File: src/hw/rtl/crc16_packet_deframer_core_macros.svh
// assertion helpers shared by the deframer modules
`ifndef CRC16_PACKET_DEFRAMER_CORE_MACROS_SVH
`define CRC16_PACKET_DEFRAMER_CORE_MACROS_SVH

// same-cycle implication, checked outside reset
`define CPD_ASSERT_IMPL(label, ante, cons) \
    label: assert property (@(posedge clk) disable iff (!rst_n) (ante) |-> (cons)) \
        else $error("deframer check failed");

// next-cycle implication, checked outside reset
`define CPD_ASSERT_NEXT(label, ante, cons) \
    label: assert property (@(posedge clk) disable iff (!rst_n) (ante) |=> (cons)) \
        else $error("deframer check failed");

`endif

File: src/hw/rtl/cpd_pkg.sv
package cpd_pkg;

    // default payload ceiling of the core
    localparam int MAX_PAYLOAD_DEF = 256;

    // largest value the 9-bit limit register can hold
    localparam int CFG_LIMIT_MAX = 511;

    // register reset values
    localparam logic [7:0] START_MARKER_RST  = 8'hAA;
    localparam logic [8:0] PAYLOAD_LIMIT_RST = 9'd256;

    // crc-16/ccitt-false
    localparam logic [15:0] CRC_INIT = 16'hFFFF;
    localparam logic [15:0] CRC_POLY = 16'h1021;
    localparam logic [15:0] CRC_TOP  = 16'h8000;

    // register indexes
    localparam logic REG_START_MARKER  = 1'b0;
    localparam logic REG_PAYLOAD_LIMIT = 1'b1;

    // parser phase
    typedef enum logic [2:0] {
        PH_START   = 3'd0,
        PH_CMD     = 3'd1,
        PH_LEN_LO  = 3'd2,
        PH_LEN_HI  = 3'd3,
        PH_PAYLOAD = 3'd4,
        PH_CRC_LO  = 3'd5,
        PH_CRC_HI  = 3'd6
    } phase_t;

    // kind of result word
    typedef enum logic [1:0] {
        EV_PAYLOAD  = 2'd0,
        EV_GOOD     = 2'd1,
        EV_CRC_BAD  = 2'd2,
        EV_TOO_LONG = 2'd3
    } event_t;

    // one result word
    typedef struct packed {
        event_t      event_res;
        logic [7:0]  command;
        logic [15:0] frame_length;
        logic [7:0]  data_byte;
        logic [7:0]  byte_index;
        logic [15:0] computed_crc;
        logic [15:0] received_crc;
        logic        last;
    } res_t;

    // byte-wide crc update, msb first
    function automatic logic [15:0] crc_byte(input logic [15:0] crc, input logic [7:0] b);
        logic [15:0] c;
        c = crc ^ {b, 8'h00};
        for (int k = 0; k < 8; k++)
        begin
            if ((c & CRC_TOP) != 16'h0000)
            begin
                c = {c[14:0], 1'b0} ^ CRC_POLY;
            end
            else
            begin
                c = {c[14:0], 1'b0};
            end
        end
        return c;
    endfunction

endpackage

File: src/hw/rtl/cpd_parser.sv
module cpd_parser #(
    parameter int MAX_PAYLOAD = cpd_pkg::MAX_PAYLOAD_DEF
) (
    input  logic             clk,
    input  logic             rst_n,
    input  logic             in_fire,
    input  logic [7:0]       rx_byte,
    input  logic [7:0]       start_marker,
    input  logic [8:0]       payload_limit,
    output logic             res_valid,
    output cpd_pkg::res_t    res
);

    // count only has to reach the effective limit
    localparam int LIM_MAX = (MAX_PAYLOAD < cpd_pkg::CFG_LIMIT_MAX) ?
                             MAX_PAYLOAD : cpd_pkg::CFG_LIMIT_MAX;
    localparam int CNT_W   = $clog2(LIM_MAX + 1);

    cpd_pkg::phase_t phase_reg, phase_next;
    logic [7:0]       command_reg, command_next;
    logic [15:0]      length_reg, length_next;
    logic [CNT_W-1:0] count_reg, count_next;
    logic [15:0]      crc_reg, crc_next;
    logic [7:0]       crc_lo_reg, crc_lo_next;

    logic [15:0]      crc_upd;
    logic [15:0]      len_full;
    logic [15:0]      eff_limit;
    logic [CNT_W-1:0] count_inc;
    logic [15:0]      pos16;
    logic [15:0]      rx_crc;

    // shared datapath terms
    assign crc_upd   = cpd_pkg::crc_byte(crc_reg, rx_byte);
    assign len_full  = {rx_byte, length_reg[7:0]};
    assign eff_limit = (16'(payload_limit) > 16'(MAX_PAYLOAD)) ?
                       16'(MAX_PAYLOAD) : 16'(payload_limit);
    assign count_inc = count_reg + 1'b1;
    assign pos16     = 16'(count_reg);
    assign rx_crc    = {rx_byte, crc_lo_reg};

    // next state
    always_comb
    begin
        phase_next   = phase_reg;
        command_next = command_reg;
        length_next  = length_reg;
        count_next   = count_reg;
        crc_next     = crc_reg;
        crc_lo_next  = crc_lo_reg;
        if (in_fire)
        begin
            case (phase_reg)
                cpd_pkg::PH_START:
                begin
                    if (rx_byte == start_marker)
                    begin
                        phase_next   = cpd_pkg::PH_CMD;
                        command_next = 8'h00;
                        length_next  = 16'h0000;
                        count_next   = '0;
                        crc_lo_next  = 8'h00;
                        crc_next     = cpd_pkg::CRC_INIT;
                    end
                end
                cpd_pkg::PH_CMD:
                begin
                    command_next = rx_byte;
                    crc_next     = crc_upd;
                    phase_next   = cpd_pkg::PH_LEN_LO;
                end
                cpd_pkg::PH_LEN_LO:
                begin
                    length_next = {8'h00, rx_byte};
                    crc_next    = crc_upd;
                    phase_next  = cpd_pkg::PH_LEN_HI;
                end
                cpd_pkg::PH_LEN_HI:
                begin
                    length_next = len_full;
                    crc_next    = crc_upd;
                    count_next  = '0;
                    if (len_full > eff_limit)
                    begin
                        phase_next = cpd_pkg::PH_START;
                    end
                    else if (len_full == 16'h0000)
                    begin
                        phase_next = cpd_pkg::PH_CRC_LO;
                    end
                    else
                    begin
                        phase_next = cpd_pkg::PH_PAYLOAD;
                    end
                end
                cpd_pkg::PH_PAYLOAD:
                begin
                    crc_next   = crc_upd;
                    count_next = count_inc;
                    if (16'(count_inc) >= length_reg)
                    begin
                        phase_next = cpd_pkg::PH_CRC_LO;
                    end
                end
                cpd_pkg::PH_CRC_LO:
                begin
                    crc_lo_next = rx_byte;
                    phase_next  = cpd_pkg::PH_CRC_HI;
                end
                cpd_pkg::PH_CRC_HI:
                begin
                    phase_next = cpd_pkg::PH_START;
                end
                default:
                begin
                    phase_next = cpd_pkg::PH_START;
                end
            endcase
        end
    end

    // result word for the byte being taken
    always_comb
    begin
        res_valid        = 1'b0;
        res.event_res    = cpd_pkg::EV_PAYLOAD;
        res.command      = command_reg;
        res.frame_length = length_reg;
        res.data_byte    = 8'h00;
        res.byte_index   = 8'h00;
        res.computed_crc = 16'h0000;
        res.received_crc = 16'h0000;
        res.last         = 1'b0;
        if (in_fire)
        begin
            case (phase_reg)
                cpd_pkg::PH_LEN_HI:
                begin
                    if (len_full > eff_limit)
                    begin
                        res_valid        = 1'b1;
                        res.event_res    = cpd_pkg::EV_TOO_LONG;
                        res.frame_length = len_full;
                        res.last         = 1'b1;
                    end
                end
                cpd_pkg::PH_PAYLOAD:
                begin
                    res_valid      = 1'b1;
                    res.data_byte  = rx_byte;
                    res.byte_index = pos16[7:0];
                end
                cpd_pkg::PH_CRC_HI:
                begin
                    res_valid        = 1'b1;
                    res.event_res    = (crc_reg == rx_crc) ?
                                       cpd_pkg::EV_GOOD : cpd_pkg::EV_CRC_BAD;
                    res.computed_crc = crc_reg;
                    res.received_crc = rx_crc;
                    res.last         = 1'b1;
                end
                default:
                begin
                    res_valid = 1'b0;
                end
            endcase
        end
    end

    // phase and count carry control meaning, the rest is held data
    always_ff @(posedge clk or negedge rst_n)
    begin
        if (!rst_n)
        begin
            phase_reg <= cpd_pkg::PH_START;
            count_reg <= '0;
            crc_reg   <= cpd_pkg::CRC_INIT;
        end
        else
        begin
            phase_reg <= phase_next;
            count_reg <= count_next;
            crc_reg   <= crc_next;
        end
    end

    always_ff @(posedge clk)
    begin
        command_reg <= command_next;
        length_reg  <= length_next;
        crc_lo_reg  <= crc_lo_next;
    end

`include "crc16_packet_deframer_core_macros.svh"

    `CPD_ASSERT_IMPL(a_res_needs_fire, res_valid, in_fire)
    `CPD_ASSERT_IMPL(a_payload_in_range, phase_reg == cpd_pkg::PH_PAYLOAD, (16'(count_reg) < length_reg))
    `CPD_ASSERT_IMPL(a_last_on_status, res_valid, (res.last == (res.event_res != cpd_pkg::EV_PAYLOAD)))

endmodule

File: src/hw/rtl/cpd_outbuf.sv
module cpd_outbuf (
    input  logic          clk,
    input  logic          rst_n,
    input  logic          push,
    input  cpd_pkg::res_t push_data,
    output logic          space,
    output logic          out_valid,
    input  logic          out_ready,
    output cpd_pkg::res_t out_data
);

    logic          main_v_reg, main_v_next;
    logic          skid_v_reg, skid_v_next;
    cpd_pkg::res_t main_reg, main_next;
    cpd_pkg::res_t skid_reg, skid_next;
    logic          main_free;

    assign main_free = !main_v_reg || out_ready;
    assign space     = !skid_v_reg;
    assign out_valid = main_v_reg;
    assign out_data  = main_reg;

    // output word plus one spare slot
    always_comb
    begin
        main_v_next = main_v_reg;
        skid_v_next = skid_v_reg;
        main_next   = main_reg;
        skid_next   = skid_reg;
        if (main_free)
        begin
            if (skid_v_reg)
            begin
                main_next   = skid_reg;
                main_v_next = 1'b1;
                skid_v_next = 1'b0;
            end
            else if (push)
            begin
                main_next   = push_data;
                main_v_next = 1'b1;
            end
            else
            begin
                main_v_next = 1'b0;
            end
        end
        else if (push)
        begin
            skid_next   = push_data;
            skid_v_next = 1'b1;
        end
    end

    always_ff @(posedge clk or negedge rst_n)
    begin
        if (!rst_n)
        begin
            main_v_reg <= 1'b0;
            skid_v_reg <= 1'b0;
        end
        else
        begin
            main_v_reg <= main_v_next;
            skid_v_reg <= skid_v_next;
        end
    end

    always_ff @(posedge clk)
    begin
        main_reg <= main_next;
        skid_reg <= skid_next;
    end

`include "crc16_packet_deframer_core_macros.svh"

    `CPD_ASSERT_IMPL(a_skid_behind_main, skid_v_reg, main_v_reg)
    `CPD_ASSERT_IMPL(a_no_push_when_full, skid_v_reg, !push)
    `CPD_ASSERT_NEXT(a_push_shows, push, main_v_reg)

endmodule

File: src/hw/rtl/crc16_packet_deframer_core.sv
// length-prefixed frame parser with crc-16/ccitt-false check
// a result word is registered in the output buffer before it reaches the master side
// throughput: one byte per cycle; a two-word output buffer keeps input open under stall
// input stalls only once both output slots are full
// reset: asynchronous active-low rst_n; parser waits for the start marker, buffer empty,
// registers return to start marker 0xAA and payload limit 256
module crc16_packet_deframer_core #(
    parameter int MAX_PAYLOAD = cpd_pkg::MAX_PAYLOAD_DEF
) (
    input  logic        clk,
    input  logic        rst_n,
    // configuration
    input  logic        cfg_we,
    input  logic        cfg_index,
    input  logic [8:0]  cfg_data,
    // receive stream
    input  logic        s_tvalid,
    output logic        s_tready,
    input  logic [7:0]  s_tdata,   // [7:0] rx_byte
    // result stream
    output logic        m_tvalid,
    input  logic        m_tready,
    output logic [71:0] m_tdata,   // [7:0] command, [23:8] frame_length, [31:24] data_byte,
                                   // [39:32] byte_index, [55:40] computed_crc,
                                   // [71:56] received_crc
    output logic [1:0]  m_tuser,   // [1:0] event_res
    output logic        m_tlast
);

    logic [7:0]    start_marker_reg;
    logic [8:0]    payload_limit_reg;
    logic          in_fire;
    logic          res_valid;
    cpd_pkg::res_t res;
    cpd_pkg::res_t out_word;

    // configuration registers
    always_ff @(posedge clk or negedge rst_n)
    begin
        if (!rst_n)
        begin
            start_marker_reg  <= cpd_pkg::START_MARKER_RST;
            payload_limit_reg <= cpd_pkg::PAYLOAD_LIMIT_RST;
        end
        else if (cfg_we)
        begin
            case (cfg_index)
                cpd_pkg::REG_START_MARKER:  start_marker_reg  <= cfg_data[7:0];
                cpd_pkg::REG_PAYLOAD_LIMIT: payload_limit_reg <= cfg_data;
                default:                    start_marker_reg  <= start_marker_reg;
            endcase
        end
    end

    assign in_fire = s_tvalid && s_tready;

    cpd_parser #(
        .MAX_PAYLOAD (MAX_PAYLOAD)
    ) u_parser (
        .clk           (clk),
        .rst_n         (rst_n),
        .in_fire       (in_fire),
        .rx_byte       (s_tdata),
        .start_marker  (start_marker_reg),
        .payload_limit (payload_limit_reg),
        .res_valid     (res_valid),
        .res           (res)
    );

    cpd_outbuf u_outbuf (
        .clk       (clk),
        .rst_n     (rst_n),
        .push      (res_valid),
        .push_data (res),
        .space     (s_tready),
        .out_valid (m_tvalid),
        .out_ready (m_tready),
        .out_data  (out_word)
    );

    // pack result word onto the stream
    assign m_tdata = {out_word.received_crc, out_word.computed_crc, out_word.byte_index,
                      out_word.data_byte, out_word.frame_length, out_word.command};
    assign m_tuser = out_word.event_res;
    assign m_tlast = out_word.last;

endmodule
File: config.mk
export PLATFORM = sky130hd
export DESIGN_NAME = crc16_packet_deframer_core
export DESIGN_NICKNAME = d
export VERILOG_FILES = /design/src/hw/rtl/cpd_pkg.sv /design/src/hw/rtl/cpd_parser.sv /design/src/hw/rtl/cpd_outbuf.sv /design/src/hw/rtl/crc16_packet_deframer_core.sv
export VERILOG_INCLUDE_DIRS = /design/src /design/src/hw/rtl
export SDC_FILE = /design/constraint.sdc
export NUM_CORES = 1
export LEC_CHECK = 0
export ABC_AREA = 1
export BUFFER_PORTS_ARGS = -buffer_cell sky130_fd_sc_hd__buf_2
export CORE_MARGIN = 4
export CORE_UTILIZATION = 32
export DETAILED_ROUTE_END_ITERATION = 8
export GPL_TIMING_DRIVEN = 0
export MAX_ROUTING_LAYER = met4
export SLEW_MARGIN = 15
export SYNTH_ARGS = -nofsm -noshare
export SYNTH_HDL_FRONTEND = slang
export SYNTH_SLANG_ARGS = --single-unit
File: constraint.sdc
create_clock -name clk -period 9 [get_ports clk]
set_clock_uncertainty 0.15 [all_clocks]
set_input_delay 0.45 -clock clk [delete_from_list [all_inputs] [get_ports clk]]
set_output_delay 0.45 -clock clk [all_outputs]
set_load 0.02 [all_outputs]
# ---- After elaboration in Yosys (flattened, before gate mapping)
# Index checks and enable logic that the tools add are counted.
dict set report totals {
  reg_bits 229
  latch_bits 0
  ramBits 0
  romBits 0
  output_inout_bits 77
  elab_cells 122
  n_memories 0
}
dict set report classes {
  n_addsub 1
  mul 0
  div_mod_pow 0
  magnitude_cmp 3
  eq_ne 10
  shifts 0
  n_mux 42
  bitwise 12
  reduce_logical 27
}
# cell n
set ops {}
lappend ops {{$mux 75} 2}
lappend ops {{$mux 13} 8}
lappend ops {{$mux 16} 5}
lappend ops {{$mux 65} 1}
lappend ops {{$pmux 16 s3} 1}
lappend ops {{$mux 32} 1}
lappend ops {{$pmux 16 s2} 1}
lappend ops {{$pmux 8 s2} 2}
lappend ops {{$pmux 9 s3} 1}
lappend ops {{$not 3->3} 8}
lappend ops {{$mux 9} 2}
lappend ops {{$pmux 3 s6} 1}
lappend ops {{$reduce_and 3->1} 6}
lappend ops {{$eq 16x16->1} 1}
lappend ops {{$ge 9x16->1} 1}
lappend ops {{$gt 16x16->1} 1}
lappend ops {{$logic_not 16->1} 1}
lappend ops {{$xor 16x16->16} 1}
lappend ops {{$reduce_bool 2->1} 6}
lappend ops {{$add 9x1->9 const B} 1}
lappend ops {{$eq 3x3->1 const B} 3}
lappend ops {{$gt 9x9->1 const B} 1}
lappend ops {{$mux 3} 3}
lappend ops {{$eq 8x8->1} 1}
lappend ops {{18 further kinds} 36}

# ---- Longest topological paths before layout
# Gate-level depths: netlist of run 1.
dict set report logic_depth {
  word_depth 18
  mapped_depth 19
  ltp_nobuf 19
}

# ---- By module
# From an unflattened synthesis of run 1, not the netlist that was laid out.
dict set report hier_totals {
  cells_unflattened 1041
  area_unflattened_um2 10542.6
}
# mod n_inst cells_per_inst area_per_inst_um2
set by_module_without_submodules {}
lappend by_module_without_submodules {cpd_outbuf 1 405 5569.1}
lappend by_module_without_submodules {cpd_parser 1 560 4266.6}
lappend by_module_without_submodules {crc16_packet_deframer_core 1 76 706.9}

# ---- Least setup slack after synthesis of run 1
# No wires, ideal clock.
dict set report synth_path {
  path_type {flip-flop to flip-flop}
  start {register payload_limit_reg[0]}
  end {register u_outbuf.skid_reg[0] in the netlist's numbering, enable pin}
  setup_time_ns 0.533
  arrival_ns 5.633
  t_required_ns 8.317
  setup_slack_ns 2.684
  stages_incl_launch_ff 15
  path_buffers 1
  path_cell_list {dfrtp_1 > nor4_1 > a21oi_1 > inv_1 > nand2_1 > ha_1 > nand2_1 > nor2_1 > nand2_1 > nand2_1 > nand2_1 > nand2_1 > nand4_4 > buf_6 > a21oi_1}
}
dict set report synth_between {
  elab_chain_len 7
}
# item line
set synth_lines {}
lappend synth_lines {{start, declared} crc16_packet_deframer_core.sv:31} ;# logic [8:0] payload_limit_reg;
lappend synth_lines {{start signal, assigned} crc16_packet_deframer_core.sv:43} ;# payload_limit_reg <= cpd_pkg::PAYLOAD_LIMIT_RST;
lappend synth_lines {{start signal, assigned} crc16_packet_deframer_core.sv:49} ;# cpd_pkg::REG_PAYLOAD_LIMIT: payload_limit_reg <= cfg_data;
lappend synth_lines {{$gt 9x9->1} cpd_parser.sv:36} ;# assign eff_limit = (16'(payload_limit) > 16'(MAX_PAYLOAD)) ?
lappend synth_lines {{$mux 9 (*)} cpd_parser.sv:36}
lappend synth_lines {{$gt 16x16->1 (*)} cpd_parser.sv:139} ;# if (len_full > eff_limit)
lappend synth_lines {{$mux 1 (*)} cpd_parser.sv:139}
lappend synth_lines {{$pmux 1 s2 (*)} cpd_parser.sv:136} ;# case (phase_reg)
lappend synth_lines {{$mux 1 (*)} cpd_parser.sv:134} ;# if (in_fire)
lappend synth_lines {{$reduce_and 2->1 (no source line) (*)} -}
lappend synth_lines {{end signal, assigned} cpd_outbuf.sv:72} ;# skid_reg <= skid_next;
lappend synth_lines {{end, declared} cpd_outbuf.sv:15} ;# cpd_pkg::res_t skid_reg, skid_next;
# Mark *: on every way between the ends. The rest lies on a longest branch, timed or not.
# A chain may end at the register's enable or synchronous reset.

# ---- Final worst setup path of run 1
dict set report layout_path {
  start {register payload_limit_reg[0]}
  end {register u_outbuf.skid_reg[22] in the netlist's numbering, enable pin}
}
# The elaborated chain is that of the path after synthesis.

==> results.py, run 1 <==
metrics = {
    "outcome": {
        "outcome": "finished, final reports clean",
    },
    "hold_path": {
        "min-delay-start": "cfg_data[3]",
        "hp-class": "in2reg",
    },
    "worst_setup_path": {
        "r2r-start": "payload_limit_reg[0]",
        "crit_path_max_fanout": 25,
        "start_kind": "flip-flop",
        "path_class": "reg2reg",
        "endpoint_kind": "flip-flop",
        "required_ns": 9.07,
        "arrival_ns": 3.97,
        "crit_start": "payload_limit_reg[0]",
    },
    "die": {
        "die_x_um": 186,
        "start_util_pct": 32.7,
        "row_count": 64,
        "pin_count": 100,
        "dieArea_sq_mm": 0.0344,
        "coreArea_sq_mm": 0.0308,
        "fp.dieH_um": 186,
    },
    "pwr": {
        "power_frac_clock_pct": 32.4,
        "internal_power_w": 0.00222,
        "powerDensity_mw_per_mm2": 268,
        "p_seq_share_pct": 45.0,
        "swShare_pct": 31.2,
        "peakVddDrop_mv": 0.147,
        "share_comb_of_total_power_pct": 22.7,
        "power_switching_w": 0.00101,
        "power_leakage_nw": 4.85,
    },
    "grt": {
        "grt_overflow": 0,
        "grt_pass1_wl_um": 37700,
        "grt_pass1_vias": 6805,
        "grt.total_usage_pct": 14.4,
        "grt_max_degree": 61,
        "antenna_found_initial": 0,
    },
    "route": {
        "antenna_left": 0,
        "firstDrtPassIters": 6,
        "vias": 6941,
        "viasPerCell": 4.71,
        "wl_per_cell_um": 16.4,
        "top_layer": "met4",
        "drc": 0,
        "wl_met3_um": 1560,
        "routed_wl_um": 24200,
        "m1WireLength_um": 11300,
        "initialDrtViolationCount": 591,
        "wl_met2_um": 10800,
    },
    "cts": {
        "cts_setup_buffers": 0,
        "cts_tree": "done",
        "cts_buffers": 25,
        "clkTransAtPathRegs_ns": 0.06,
        "clk_latency_ns": 0.52,
        "clockRootBuffer": "clkbuf_16",
        "htreeDepth": 1,
        "cts.sinks": 229,
        "cts.path.max_buffers": 3,
    },
    "timing": {
        "fin_ws_ns": 5.10,
        "worstMarginPinSlew_ns": 0.988,
        "setup_viol": 0,
        "period_needed_ns": 3.90,
        "rsz0062_at_grt": "false",
        "hold_ws_ns": 0.0363,
        "finalCritPeriodShare_pct": 43.4,
        "hold_viol": 0,
        "fin_setup_tns_ns": 0,
        "fmax_mhz": 256,
        "relSlewSlack_pct": 33.6,
        "maxSlewViolCount": 0,
    },
    "placed_design": {
        "pre_cts_slack_ns": 5.09,
        "io_buffers": 97,
        "gp_congestion": 0.887,
        "dp_hpwl_um": 17500,
    },
    "synth": {
        "yosys.area.top_type_share_pct": 54.2,
        "synthMuxAreaShare_pct": 0,
        "ys.flop_type": "edfxtp_1",
        "ys_seq_area_share_pct": 66.1,
        "synth_area_sq_mm": 0.0101,
        "synth_top_area_cell": "edfxtp_1",
        "synthAdderAreaFrac_pct": 2.36,
        "ys_warn_count": 0,
        "synth-simple-area-share_pct": 16.0,
        "synth-xor-area-share_pct": 3.13,
        "synth_cell_types": 38,
        "ys_ff_latch": 229,
        "syn_inst": 931,
        "synth_compound_area_share_pct": 7.25,
        "synth_edf_count": 182,
        "synth_top_family_by_area": "simple AND/OR/NAND/NOR gates",
        "synth_area_leaders": "edfxtp_1, nand2_1, dfrtp_1",
        "synth_nets": 973,
        "synthArstFlopShare_pct": 20.5,
        "syn-mean-instance-area_sq_um": 10.8,
    },
    "layout": {
        "drive_gt1_share_pct": 18.6,
        "final_nets": 1102,
        "area_delta_synth_final_pct": 19.3,
        "nFillCells": 3017,
        "antenna_cells": 0,
    },
    "job": {
        "maxCapViolations": 0,
    },
}
==> per-layer routing <==
| layer | track usage, % | vias up |
|---|---|---|
| met1 | 20.6 | 3302 |
| met4 | 3.15 | 0 |
| met2 | 21.7 | 201 |
| met5 | - | - |
| met3 | 2.42 | 41 |
| li1 | - | 3397 |
==> cell families after synthesis <==
kind of cell | count (synthesis)
flip-flops | 229
adder cells (fa/ha/maj) | 19
AO/OA/AOI/OAI | 137
XOR/XNOR | 36
AND/OR/NAND/NOR | 381
buffers and inverters | 129
==> synthesized netlist by cell type (3+ instances only) <==
cell	n
a21o_1	9
a21oi_1	13
buf_2	10
clkbuf_1	15
dfrtp_1	26
dfstp_2	21
edfxtp_1	182
ha_1	19
inv_1	90
inv_2	5
nand2_1	204
nand2_2	3
nand3_1	18
nand4_1	19
nor2_1	109
nor2_2	4
nor3_1	12
nor4_1	4
o21ai_0	105
o21ai_1	5
xnor2_1	15
xor2_1	21
==> final timing paths <==
| path | end | slack [ns] | depth (start not counted) |
|---|---|---|---|
| setup / recovery | u_outbuf.skid_reg[22] | 5.10 | 17 |
| min in group asynchronous | start_marker_reg[2] | 0.37 | 2 |
| setup reg to reg | u_outbuf.skid_reg[22] | 5.10 | 17 |
| max in group asynchronous | u_parser.phase_reg[2] | 7.89 | 2 |
| hold reg to reg | u_outbuf.skid_reg[71] | 0.30 | 0 |
| hold / removal | start_marker_reg[3] | 0.04 | 3 |
==> worst max-delay path: stages (launching register included) <==
cell and delay (ns):
dfrtp_1 0.41, nor4_1 0.29, a21oi_1 0.13, inv_1 0.17
nand2_1 0.09, ha_1 0.30, nand2_1 0.07, nor2_1 0.19
nand2_1 0.08, nand2_1 0.06, nand2_1 0.08, nand2_1 0.14
nand4_4 0.13, buf_6 0.19, a21oi_4 0.47, buf_16 0.24
buf_16 0.18, buf_12 0.19
==> layout by cell type, fill, tap and decap left out, types with 3 or more instances in the layout <==
cell type,n
xnor2_1,15
edfxtp_1,182
nand2_1,204
nor3_1,12
o21ai_0,105
nand2_2,3
dfstp_2,21
bufinv_16,4
buf_2,106
nor2_1,109
ha_1,19
xor2_1,21
nand4_1,19
clkbuf_1,17
a21oi_1,12
clkbuf_16,25
a21o_1,9
clkinv_1,7
dfrtp_1,26
buf_16,3
nor4_1,4
inv_2,5
inv_1,89
nand3_1,18
clkinv_2,6
o21ai_1,5
nor2_2,4
==> cell type report <==
type	count	area, sq um	area share, %
flip-flops and latches	229	6670	55.4
multi-input cells	573	2910	24.2
clock buffers	28	647	5.37
repair buffers	102	601	4.99
well taps	396	495	4.12
inverters	97	368	3.06
clock inverters	18	191	1.59
plain buffers	32	154	1.28
==> power groups by stage <==
stage | clock network (W) | logic, W | registers (W)
final | 0.00105 | 0.000733 | 0.00145
after global routing | 0.00111 | 0.000834 | 0.00147
after CTS | 0.00107 | 0.000737 | 0.00145
after detailed placement | 0 | 0.000732 | 0.00147
after global placement | 0 | 0.000711 | 0.00148
after floorplan | 0 | 0.000461 | 0.00151
==> through the flow <==
stage	instance area, sq um	power [W]	instances	utilization [%]
floorplan	10100	0.00197	931	-
global placement	11100	0.00219	1424	35.9
detailed placement	11200	0.00221	1428	36.3
CTS	12000	0.00326	1474	39.0
global route	12000	0.00341	1475	39.0
finish	12000	0.00323	1475	39.0
==> repair_timing <==
item,4_1_cts,5_1_grt
resized for setup,0,0
hold buffers,0,1
setup endpoints to repair,0,0
hold endpoints to repair,0,26
Power figures use the tool's default switching activity.
==> run 2, diff against run 1 <==
==> constraint.sdc (replaced) <==
create_clock -name clk -period 3.9 [get_ports clk]
set_clock_uncertainty 0.15 [all_clocks]
set_input_delay 0.195 -clock clk [delete_from_list [all_inputs] [get_ports clk]]
set_output_delay 0.195 -clock clk [all_outputs]
set_load 0.02 [all_outputs]
==> run 2 against run 1 <==
Effect of this change: combinational power grew 140%; worst setup slack lost 4.7 ns; total power grew 130%; register-to-register slack lost 4.7 ns; via count grew 2.2%; critical endpoint is now u_outbuf.skid_reg[20]; final cell count grew 2.1%; sequential cell count is the same; utilization grew 1.0 points; fmax grew 11%; largest cell class unchanged; non-clock buffer count grew 31; count of clock-buffer cells in the layout grew 4.
==> results.py, run 2 (synthesis gave the netlist of run 1 again) <==
metrics = {
    "outcome": {
        "outcome": "finished, final reports clean",
    },
    "placed_design": {
        "dp_hpwl_um": 17500,
        "dpl.cell_count": 1429,
        "gp_congestion": 0.876,
        "pre_cts_slack_ns": -0.0318,
        "io_buffers": 97,
    },
    "route": {
        "viasPerCell": 4.71,
        "wl_met3_um": 1510,
        "wl_met2_um": 10900,
        "drc": 0,
        "initialDrtViolationCount": 693,
        "firstDrtPassIters": 7,
        "top_layer": "met4",
        "routed_wl_um": 24500,
        "antenna_left": 0,
        "vias": 7092,
        "wl_per_cell_um": 16.3,
        "m1WireLength_um": 11700,
    },
    "die": {
        "fp.dieH_um": 186,
        "pin_count": 100,
        "coreArea_sq_mm": 0.0308,
        "start_util_pct": 32.7,
        "row_count": 64,
        "die_x_um": 186,
        "dieArea_sq_mm": 0.0344,
    },
    "cts": {
        "cts.path.max_buffers": 3,
        "clockRootBuffer": "clkbuf_16",
        "clkTransAtPathRegs_ns": 0.06,
        "htreeDepth": 1,
        "cts.sinks": 229,
        "clk_latency_ns": 0.53,
        "cts_buffers": 25,
        "cts_tree": "done",
    },
    "worst_setup_path": {
        "crit_path_top_delay_cell": "dfrtp_1",
        "crit_family": "simple AND/OR/NAND/NOR gates",
        "crit_buf_inv": 4,
        "start_kind": "flip-flop",
        "arrival_ns": 3.60,
        "cp_cell_sequence": "nor4_1, a21oi_1, inv_1, nand2_1, ha_1, nand2_1, nor2_1, nand2_1, nand2_1, nand2_1, nand2_1, nand4_4, buf_6, a21oi_4, buf_16, buf_16",
        "required_ns": 3.98,
        "endpoint_kind": "flip-flop",
        "cpPeakStageDelay_ns": 0.40,
        "crit_path_max_fanout": 21,
        "crit_path_frequent_cell": "nand2_1",
        "path_class": "reg2reg",
        "r2r-start": "payload_limit_reg[0]",
        "crit_start": "payload_limit_reg[0]",
    },
    "grt": {
        "grt_overflow": 0,
        "grt_max_degree": 48,
        "grt_pass1_vias": 7038,
        "grt_pass1_wl_um": 38700,
        "grt.total_usage_pct": 14.6,
        "antenna_found_initial": 0,
    },
    "timing": {
        "fmax_mhz": 284,
        "maxSlewViolCount": 0,
        "relSlewSlack_pct": 30.9,
        "rsz0062_at_grt": "false",
        "period_needed_ns": 3.53,
        "setup_viol": 0,
        "fin_ws_ns": 0.373,
        "fin_setup_tns_ns": 0,
        "finalCritPeriodShare_pct": 90.4,
        "worstMarginPinSlew_ns": 1.03,
        "hold_viol": 0,
    },
    "pwr": {
        "powerDensity_mw_per_mm2": 606,
        "power_leakage_nw": 4.98,
        "peakVddDrop_mv": 0.369,
        "p_total_w": 0.00748,
    },
    "job": {
        "maxCapViolations": 0,
    },
    "layout": {
        "most-common-layout-cells": "nand2_1, edfxtp_1, nor2_1",
        "antenna_cells": 0,
        "final_nets": 1133,
        "stdcell_count": 1506,
        "nFillCells": 3003,
        "drive_gt1_share_pct": 18.9,
        "layout_commonest_cell": "nand2_1",
        "area_delta_synth_final_pct": 22.4,
    },
    "hold_path": {
        "hp-class": "in2reg",
        "min-delay-start": "s_tdata[0]",
    },
}
==> run 2: cell types whose count changed in the layout (fill, tap and decap cells not counted), moves of 2 or more <==
cell | previous run | this run
clkinv_4 | 0 | 2
dlygate4sd3_1 | 1 | 25
buf_4 | 2 | 8
clkbuf_1 | 17 | 21
clkinv_1 | 7 | 1
clkinvlp_4 | 2 | 5
==> run 2: worst register-to-register path: stages (launching register included) <==
cell     delay (ns)
dfrtp_1        0.40
nor4_1         0.29
a21oi_1        0.13
inv_1          0.16
nand2_1        0.08
ha_1           0.30
nand2_1        0.07
nor2_1         0.19
nand2_1        0.08
nand2_1        0.07
nand2_1        0.08
nand2_1        0.15
nand4_4        0.13
buf_6          0.20
a21oi_4        0.34
buf_16         0.22
buf_16         0.19
==> run 2: routing by layer <==
layer,GRT usage (%),up-vias
met2,22.2,207
li1,-,3454
met4,2.89,0
met1,20.9,3395
met5,-,-
met3,2.36,36
==> run 2: area by class of cell <==
cell class | count | area, sq um | area share (%)
Inverter | 97 | 369 | 2.99
Buffer | 32 | 154 | 1.25
Clock inverter | 14 | 178 | 1.44
Sequential cell | 229 | 6670 | 54.0
Multi-Input combinational cell | 573 | 2910 | 23.6
Clock buffer | 32 | 662 | 5.36
Tap cell | 396 | 495 | 4.01
Timing Repair Buffer | 133 | 913 | 7.39
==> run 2: what timing repair did <==
item                                    CTS  global route
endpoints found under the setup margin   37            58
pin swaps                                 0             1
hold buffers                             25             0
buffers inserted                          1             5
resized for setup                         0             0
endpoints found under the hold margin    50             0
==> run 2: power by group <==
part	switching [W]	internal [W]	total, W
Clock	0.000980	0.00142	0.00240
Combinational	0.00118	0.000552	0.00174
Sequential	0.000191	0.00316	0.00335
==> run 2: path summary, 6_finish.rpt <==
path | slack (ns) | to | depth (start not counted)
worst max-delay path | 0.37 | u_outbuf.skid_reg[20] | 16
worst min-delay path | 0.03 | u_outbuf.skid_reg[41] | 3
worst max register to register | 0.37 | u_outbuf.skid_reg[20] | 16
worst min register to register | 0.29 | u_outbuf.skid_reg[66] | 0
max in group asynchronous | 3.06 | start_marker_reg[4] | 2
min in group asynchronous | 0.11 | payload_limit_reg[3] | 2
==> run 2: stage by stage <==
step	util (%)	instance area, sq um	hold WS, ns
after floorplan	-	10100	-0.251
after global placement	36.0	11100	0.291
after detailed placement	36.4	11200	0.287
after CTS	39.9	12300	0.00931
after global routing	40.1	12400	0.0401
final	40.1	12400	0.0266
==> run 3, diff against run 2 <==
--- a/config.mk
+++ b/config.mk
@@ -9,10 +9,11 @@
 export ABC_AREA = 1
 export BUFFER_PORTS_ARGS = -buffer_cell sky130_fd_sc_hd__buf_2
 export CORE_MARGIN = 4
-export CORE_UTILIZATION = 32
+export CORE_UTILIZATION = 59
 export DETAILED_ROUTE_END_ITERATION = 8
 export GPL_TIMING_DRIVEN = 0
 export MAX_ROUTING_LAYER = met4
+export PLACE_DENSITY = 0.8
 export SLEW_MARGIN = 15
 export SYNTH_ARGS = -nofsm -noshare
 export SYNTH_HDL_FRONTEND = slang
==> run 3 against run 2 <==
Effect of this change: combinational power hardly changed; sequential cell count unchanged; non-clock buffer count shrank 5; critical path type unchanged; first-iteration DRC count fell by 13%; global-route usage increased by 10 points; utilization grew 32 points; worst setup slack lost 0.12 ns; sequential power hardly changed; cell area is 3.1% lower; hold slack worse by 0.0044 ns; largest cell class unchanged.
==> results.py, run 3 (synthesis gave the netlist of run 1 again) <==
metrics = {
    "cts": {
        "cts_buffers": 23,
        "clk_latency_ns": 0.51,
        "clkTransAtPathRegs_ns": 0.06,
        "clockRootBuffer": "clkbuf_16",
        "cts.path.max_buffers": 3,
        "cts_tree": "done",
        "cts-resized-gates": 0,
        "htreeDepth": 1,
        "cts.sinks": 229,
    },
    "worst_setup_path": {
        "endpoint_kind": "flip-flop",
        "timing.rr.end": "u_outbuf.out_data[32]",
        "start_kind": "flip-flop",
        "arrival_ns": 3.71,
        "r2r-start": "payload_limit_reg[4]",
        "required_ns": 3.96,
        "path_class": "reg2reg",
        "crit_path_max_fanout": 32,
        "r2r_slack_ns": 0.25,
        "ff2ff_path_depth": 18,
    },
    "route": {
        "antenna_left": 0,
        "wl_per_cell_um": 17.5,
        "firstDrtPassIters": 5,
        "routed_wl_um": 23100,
        "vias": 7289,
        "drc": 0,
        "viasPerCell": 5.52,
        "initialDrtViolationCount": 603,
    },
    "die": {
        "fp.dieH_um": 139,
        "pin_count": 100,
        "die_x_um": 139,
        "row_count": 47,
        "dieArea_sq_mm": 0.0193,
        "coreArea_sq_mm": 0.0166,
        "start_util_pct": 60.6,
    },
    "layout": {
        "regArea_sq_mm": 0.00667,
        "most-common-layout-cells": "nand2_1, edfxtp_1, nor2_1",
        "stdcell_count": 1321,
        "layout_commonest_cell": "nand2_1",
        "multi_input_area_sq_mm": 0.00291,
        "drive_gt1_share_pct": 18.6,
        "area_delta_synth_final_pct": 18.6,
        "nFillCells": 1133,
        "antenna_cells": 0,
        "fin_area_sq_mm": 0.0120,
        "final_nets": 1126,
    },
    "placed_design": {
        "pre_cts_slack_ns": -0.0491,
        "place_area_sq_mm": 0.0110,
        "gp_congestion": 0.937,
        "io_buffers": 97,
        "dp_hpwl_um": 15600,
        "dpl.cell_count": 1253,
    },
    "pwr": {
        "power_leakage_nw": 4.92,
        "powerDensity_mw_per_mm2": 603,
        "peakVddDrop_mv": 0.382,
        "p_total_w": 0.00722,
    },
    "hold_path": {
        "hp-class": "in2reg",
        "hold_depth": 3,
        "hold_end": "u_outbuf.skid_reg[41]",
        "min-delay-start": "s_tdata[0]",
    },
    "timing": {
        "fmax_mhz": 274,
        "worstMarginPinSlew_ns": 0.997,
        "maxSlewViolCount": 0,
        "setup_viol": 0,
        "fin_ws_ns": 0.252,
        "relSlewSlack_pct": 33.0,
        "rsz0062_at_grt": "false",
        "period_needed_ns": 3.65,
        "finalCritPeriodShare_pct": 93.5,
        "hold_viol": 0,
        "hold_ws_ns": 0.0222,
    },
    "grt": {
        "grt_pass1_vias": 7215,
        "grt_pass1_wl_um": 37200,
        "grt_overflow": 0,
        "antenna_found_initial": 0,
        "grt.total_usage_pct": 24.6,
        "grt_max_degree": 48,
    },
    "job": {
        "maxCapViolations": 0,
    },
    "outcome": {
        "outcome": "finished, final reports clean",
    },
}
run 3: changes by cell type in the layout (fill, tap and decap cells not counted), moves of 2 or more:
cell,before,now
bufinv_16,3,0
clkbuf_1,21,19
clkbuf_8,1,3
clkinv_1,1,4
clkinv_4,2,0
clkinvlp_4,5,2
dlygate4sd3_1,25,20
run 3: critical path, cell delays in order, from the launching register on:
cell and delay, ns:
dfrtp_1 0.40, nor4_1 0.35, a21oi_1 0.14, inv_1 0.17, nand2_1 0.09, ha_1 0.30, nand2_1 0.07, nor2_1 0.21
nand2_1 0.08, nand2_1 0.06, nand2_1 0.08, nand2_1 0.16, nand4_4 0.14, buf_6 0.20, nand3_1 0.09, nand2_1 0.11
clkinvlp_4 0.12, buf_12 0.19, buf_12 0.22
run 3: worst max-delay path by stage:
| stage | slack [ns] | from | cells after the start | to |
|---|---|---|---|---|
| 2_1_floorplan | 0.04 | payload_limit_reg[0] | 14 | u_outbuf.skid_reg[0] |
| 3_3_place_gp | -0.79 | payload_limit_reg[4] | 14 | u_outbuf.skid_reg[26] |
| 4_1_cts | 0.06 | payload_limit_reg[4] | 16 | u_outbuf.skid_reg[10] |
| 3_5_place_dp | -0.05 | payload_limit_reg[4] | 17 | u_outbuf.out_data[22] |
| 6_report | 0.25 | payload_limit_reg[4] | 18 | u_outbuf.out_data[32] |
| 5_1_grt | 0.02 | payload_limit_reg[4] | 18 | u_outbuf.out_data[21] |
run 3: layout make-up:
class / count / area share, %
Inverter: 97 / 3.08
Clock buffer: 32 / 5.70
Sequential cell: 229 / 55.7
Timing Repair Buffer: 128 / 7.15
Multi-Input combinational cell: 573 / 24.3
Tap cell: 220 / 2.30
Buffer: 32 / 1.29
Clock inverter: 10 / 0.439
run 3: routing by layer:
metal	routed length, um	part of all wire, %	vias to the layer above	track usage, %
li1	-	-	3438	-
met1	9460	41	3446	33.2
met2	11000	48	343	38.8
met3	1940	8.4	62	4.21
met4	637	2.8	0	7.52
met5	0	0	-	-
run 3: report_power, final:
part	leakage (nW)	switching [W]	internal, W
Clock	0.363	0.000906	0.00122
Combinational	2.34	0.00119	0.000544
Sequential	2.21	0.000195	0.00316
run 3: timing repair:
action | 4_1_cts | 5_1_grt
pin swaps | 0 | 1
hold endpoints to repair | 49 | 0
setup endpoints to repair | 32 | 25
hold buffers | 20 | 0
setup buffers | 1 | 5
run 3: metrics by stage:
stage | util (%) | TNS [ns]
finish | 71.9 | 0
global route | 71.9 | 0
CTS | 71.7 | 0
detailed placement | 66.0 | -1.45
global placement | 65.3 | -109.52
floorplan | - | 0
